==> src/tlg_pkg.sv <==
package tlg_pkg;

    typedef enum logic [1:0] {
        OP_WRITE   = 2'd0,
        OP_READ    = 2'd1,
        OP_ADVANCE = 2'd2,
        OP_NONE    = 2'd3
    } tlg_op_t;

    typedef enum logic [2:0] {
        ST_CLEAR,
        ST_IDLE,
        ST_WR_MOD,
        ST_RD_OUT,
        ST_ADV_PREV,
        ST_ADV_FIRST,
        ST_ADV_ROW
    } tlg_state_t;

    localparam logic       REG_NUM_ROWS = 1'b0;
    localparam logic       REG_NUM_COLS = 1'b1;
    localparam logic [7:0] SIZE_RESET   = 8'd100;

    localparam logic [3:0] COUNT_BIRTH  = 4'd3;
    localparam logic [3:0] COUNT_KEEP   = 4'd2;

endpackage

==> src/tlg_row_eval.sv <==
module tlg_row_eval #(
    parameter int MAX_COLS = 128
) (
    input  logic [MAX_COLS-1:0] prev_row,
    input  logic [MAX_COLS-1:0] cur_row,
    input  logic [MAX_COLS-1:0] next_row,
    input  logic [7:0]          num_cols,
    output logic [MAX_COLS-1:0] new_row
);

    localparam int CW = $clog2(MAX_COLS);

    logic [CW-1:0] last_col;

    assign last_col = CW'(num_cols - 8'd1);

    for (genvar c = 0; c < MAX_COLS; c++) begin : g_col
        logic       p_l, p_r, c_l, c_r, n_l, n_r;
        logic [3:0] count;
        logic       in_use;

        // wrap to the last column in use on the left edge
        if (c == 0) begin : g_left_wrap
            assign p_l = prev_row[last_col];
            assign c_l = cur_row[last_col];
            assign n_l = next_row[last_col];
        end
        else begin : g_left
            assign p_l = prev_row[c-1];
            assign c_l = cur_row[c-1];
            assign n_l = next_row[c-1];
        end

        // top column can only be in use as the last one
        if (c == MAX_COLS - 1) begin : g_right_wrap
            assign p_r = prev_row[0];
            assign c_r = cur_row[0];
            assign n_r = next_row[0];
        end
        else begin : g_right
            assign p_r = (CW'(c) == last_col) ? prev_row[0] : prev_row[c+1];
            assign c_r = (CW'(c) == last_col) ? cur_row[0]  : cur_row[c+1];
            assign n_r = (CW'(c) == last_col) ? next_row[0] : next_row[c+1];
        end

        assign count = 4'(p_l) + 4'(prev_row[c]) + 4'(p_r)
                     + 4'(c_l) + 4'(c_r)
                     + 4'(n_l) + 4'(next_row[c]) + 4'(n_r);

        assign in_use = (c < 32'(num_cols));

        always_comb
        begin
            if (!in_use) begin
                new_row[c] = cur_row[c];
            end
            else if (count == tlg_pkg::COUNT_BIRTH) begin
                new_row[c] = 1'b1;
            end
            else if (count == tlg_pkg::COUNT_KEEP) begin
                new_row[c] = cur_row[c];
            end
            else begin
                new_row[c] = 1'b0;
            end
        end
    end

endmodule

==> config.mk <==
export PLATFORM = sky130hd
export DESIGN_NAME = tlg_row_eval
export DESIGN_NICKNAME = d
export VERILOG_FILES = /design/src/tlg_pkg.sv /design/src/tlg_row_eval.sv
export SDC_FILE = /design/constraint.sdc
export NUM_CORES = 2
export LEC_CHECK = 0
export BUFFER_PORTS_ARGS = -buffer_cell sky130_fd_sc_hd__clkbuf_2
export CORE_MARGIN = 8
export CORE_UTILIZATION = 65
export DETAILED_ROUTE_END_ITERATION = 12
export GPL_ROUTABILITY_DRIVEN = 0
export PLACE_DENSITY_LB_ADDON = 0.05
export SYNTH_ARGS = -nofsm -noshare
export SYNTH_HDL_FRONTEND = slang
export SYNTH_SLANG_ARGS = --single-unit
==> constraint.sdc <==
create_clock -name vclk -period 19.2
set_clock_uncertainty 0.05 [all_clocks]
set_input_delay 0.96 -clock vclk [all_inputs]
set_output_delay 0.96 -clock vclk [all_outputs]
set_load 0.1 [all_outputs]
==> impl_results.md <==
* Minimum clock period after layout at 9.05 ns
* Sequential area share after synthesis at 0
* Post-Synthesis Cell Area at 29700 um^2
* Post-synth top cells: fa_1, a21oi_1, inv_1
* Data arrival at the endpoint of the critical path at 8.04 ns
* Most used cell along the critical path: fa_1
* Dominant cells by area after synthesis: fa_1, ha_1, mux2i_1, a21oi_1, mux4_2
* Required time at the worst-slack endpoint at 18.19 ns
* Result of the run: complete, no violations
* Startpoint of the lowest-slack hold path: cur_row[61]
* Core area at 45300 um^2
* Post-detailed-routing wire length at 115 mm
* Post-CTS setup buffer count at 0
* Yosys Warn Count at 0
* Post-cts repair resize count at 0
* Global routing met1 resource utilization at 0.519
* Die Outline Area at about 53000 um^2
* Net load switching power at 1.69 mW
* Number of buffers added to fix hold violations after cts at 0
* Largest net degree at the start of global routing at 70
* Post-route DRC violation count at 0
* Via/cell ratio at just under 7
* Smallest setup slack after layout at 10.15 ns
* Share of final-layout standard cells stronger than drive strength 1 at 0.225
* Leak pwr at 14.8 nW
* Clock share of power at 0
* Initial antenna violation count at 30
* Layout overhead on the synthesized area at 10.8%
* Share of the synthesized area in the top cell type at 0.345
* Number of clock-tree buffers in the layout at 0
* Global routing usage on met2 at 0.644
* Reg area at 0 um^2
* Combinational cell fraction of total power at 1.000
* Global-route wire length before repair at 176 mm
* Avg Synthesized Cell Area at between 9 and 10 um^2
* Final count of hold timing violations at 0
* Worst relative slew slack at 0.104
* Element type at the critical path start: primary input
* First-pass iteration count of the detailed router at 9
* Area leader, netlist: fa_1
* Starting Density at 0.656
* Ratio of final minimum period to clock period at 0.471
* Slowest library cell on the worst path: ha_1
* Cell count after synthesis at 3190
* Vias in the first global route at 30.4k
* DRT antenna net count at 0
* Top Ports at 520
* Worst min-delay path endpoint: new_row[61]
* CP cell instances: buf_6 > inv_1 > buf_4 > ha_1 > nor3b_4 > nand2_2 > xor2_1 > nand3_1 > nor2_1 > mux2_2 > fa_1 > inv_1 > fa_1 > fa_1 > inv_1 > ha_1 > fa_1 > o21ai_0 > nand2_1 > a21oi_1 > clkbuf_2
* Slew Viols, Final at 0
* Unrepaired setup endpoints after global routing: false
* Post-detailed-placement half-perimeter wirelength at between 90 and 100 mm
* Count of final setup violators at 0
* Most repeated cell in the gate-level netlist after synthesis: fa_1
* Overall overflow remaining after global route at 0
* Vias after detailed routing at 29.0k
* Wirelength per Cell at ~27 um
* Peak-usage layer in the global routing report: met2
* Final-stage net count at between 4k and 5k
* Transition time of the tightest slew-check pin at 1.33 ns
* GRT Total Usage at 0.425
* Max-cap violations at 0
* Number of library cell types mapped by synthesis at 63
* Buffers added on ports at 520
* Worst ir drop on vdd at 232 uV
* Power density cells at 72.8 nW/um^2
* Violation count after the first detailed-routing iteration at 3375
* Achievable Freq at 0.110 GHz
* Setup Crit Path Kind: in -> out
* Switching portion of total power at 0.707
* Seq pwr share at 0
* Seq_cells at 0
* Setup slack after placement at 10.34 ns
* Met3 track demand over resource in global routing at 0.116
* Die width at 230 um
* Crit-path max cell delay at 0.67 ns
* Internal power component at between 0.7 and 0.8 mW
* Rows at 78
* Highest fanout seen on the critical path at 22
* Critical path capture point type: output port
* Total nets after synthesis at 4483
* Die height at 230 um
* Type of the tightest min-delay check: in -> out
* Number of cells on the worst hold path at 4
* Fillers at 3456
* Sum of negative setup slack at 0 ns
[area by class of cell]
type / instances / area, um^2 / area share
Antenna cell: 25 / 62.6 / 0.00190
Inverter: 401 / 1510 / 0.0458
Multi-Input combinational cell: 2665 / 27700 / 0.844
Tap cell: 600 / 751 / 0.0228
Timing Repair Buffer: 548 / 2830 / 0.0859
[layer usage]
metal	vias up	part of all wire
met4	12	0.095
met5	-	0.00068
met1	14123	0.34
met3	655	0.13
met2	2165	0.44
li1	12013	-
[through the flow]
stage	util	total power, mW	cells	area, um^2	hold WS (ns)
2_1_floorplan	-	1.79	3190	29700	2.31
3_3_place_gp	0.725	2.24	4214	32800	2.48
3_5_place_dp	0.725	2.35	4214	32800	2.48
4_1_cts	0.725	2.36	4214	32800	2.48
5_1_grt	0.726	2.61	4229	32900	2.51
6_report	0.726	2.39	4239	32900	2.49
[cells by family after synthesis]
family	Yosys count	share of synthesized area
xor+xnor	8	0.00299
simple gates	584	0.0901
buf+inv	525	0.0679
fa+ha+maj	901	0.509
mux	480	0.206
compound gates	692	0.124
[critical path, delay by kind of cell]
family	cells	cell delay (ns)
AO/OA/AOI/OAI	2	0.40
adder cells (fa/ha/maj)	6	2.81
XOR/XNOR	1	0.22
multiplexers	1	0.39
AND/OR/NAND/NOR	5	1.99
buffers and inverters	6	1.23
[layout by cell type (no fill, tap or decap), drive strengths merged, types with 3 or more instances in the layout]
cell type	synthesis	final
clkbuf	84	516
a31oi	10	10
mux2i	260	260
nor2b	9	9
nor2	165	165
inv	401	401
o21bai	11	11
and3	3	3
nand2b	6	6
and2	4	4
mux2	128	128
or3	4	4
a211oi	3	3
nand2	204	204
a21o	5	5
diode	0	25
o31ai	3	3
ha	389	389
nand4	3	3
nor4	4	4
o311ai	3	3
a21oi	457	457
nor3	12	12
or2	4	4
a22oi	4	4
a2111oi	9	9
o21ai	162	162
buf	40	32
a32oi	3	3
nand3	161	161
fa	512	512
xnor2	5	5
mux4	92	92
xor2	3	3
[worst max path at each step]
stage,start,endpoint,depth (start not counted)
after global placement,num_cols[0],new_row[0],21
after global routing,num_cols[0],new_row[0],21
after floorplan,num_cols[0],new_row[0],23
after detailed placement,num_cols[0],new_row[0],21
final,num_cols[0],new_row[0],21
after CTS,num_cols[0],new_row[0],21
[power groups by stage]
stage               Combinational [mW]   Clock (mW)  Sequential (mW)
finish                            2.39  0.000000175                0
global placement                  2.24            0                0
detailed placement                2.35            0                0
CTS                               2.36            0                0
global route                      2.61  0.000000105                0
floorplan                         1.79            0                0
(Power assumes the default switching activity.)
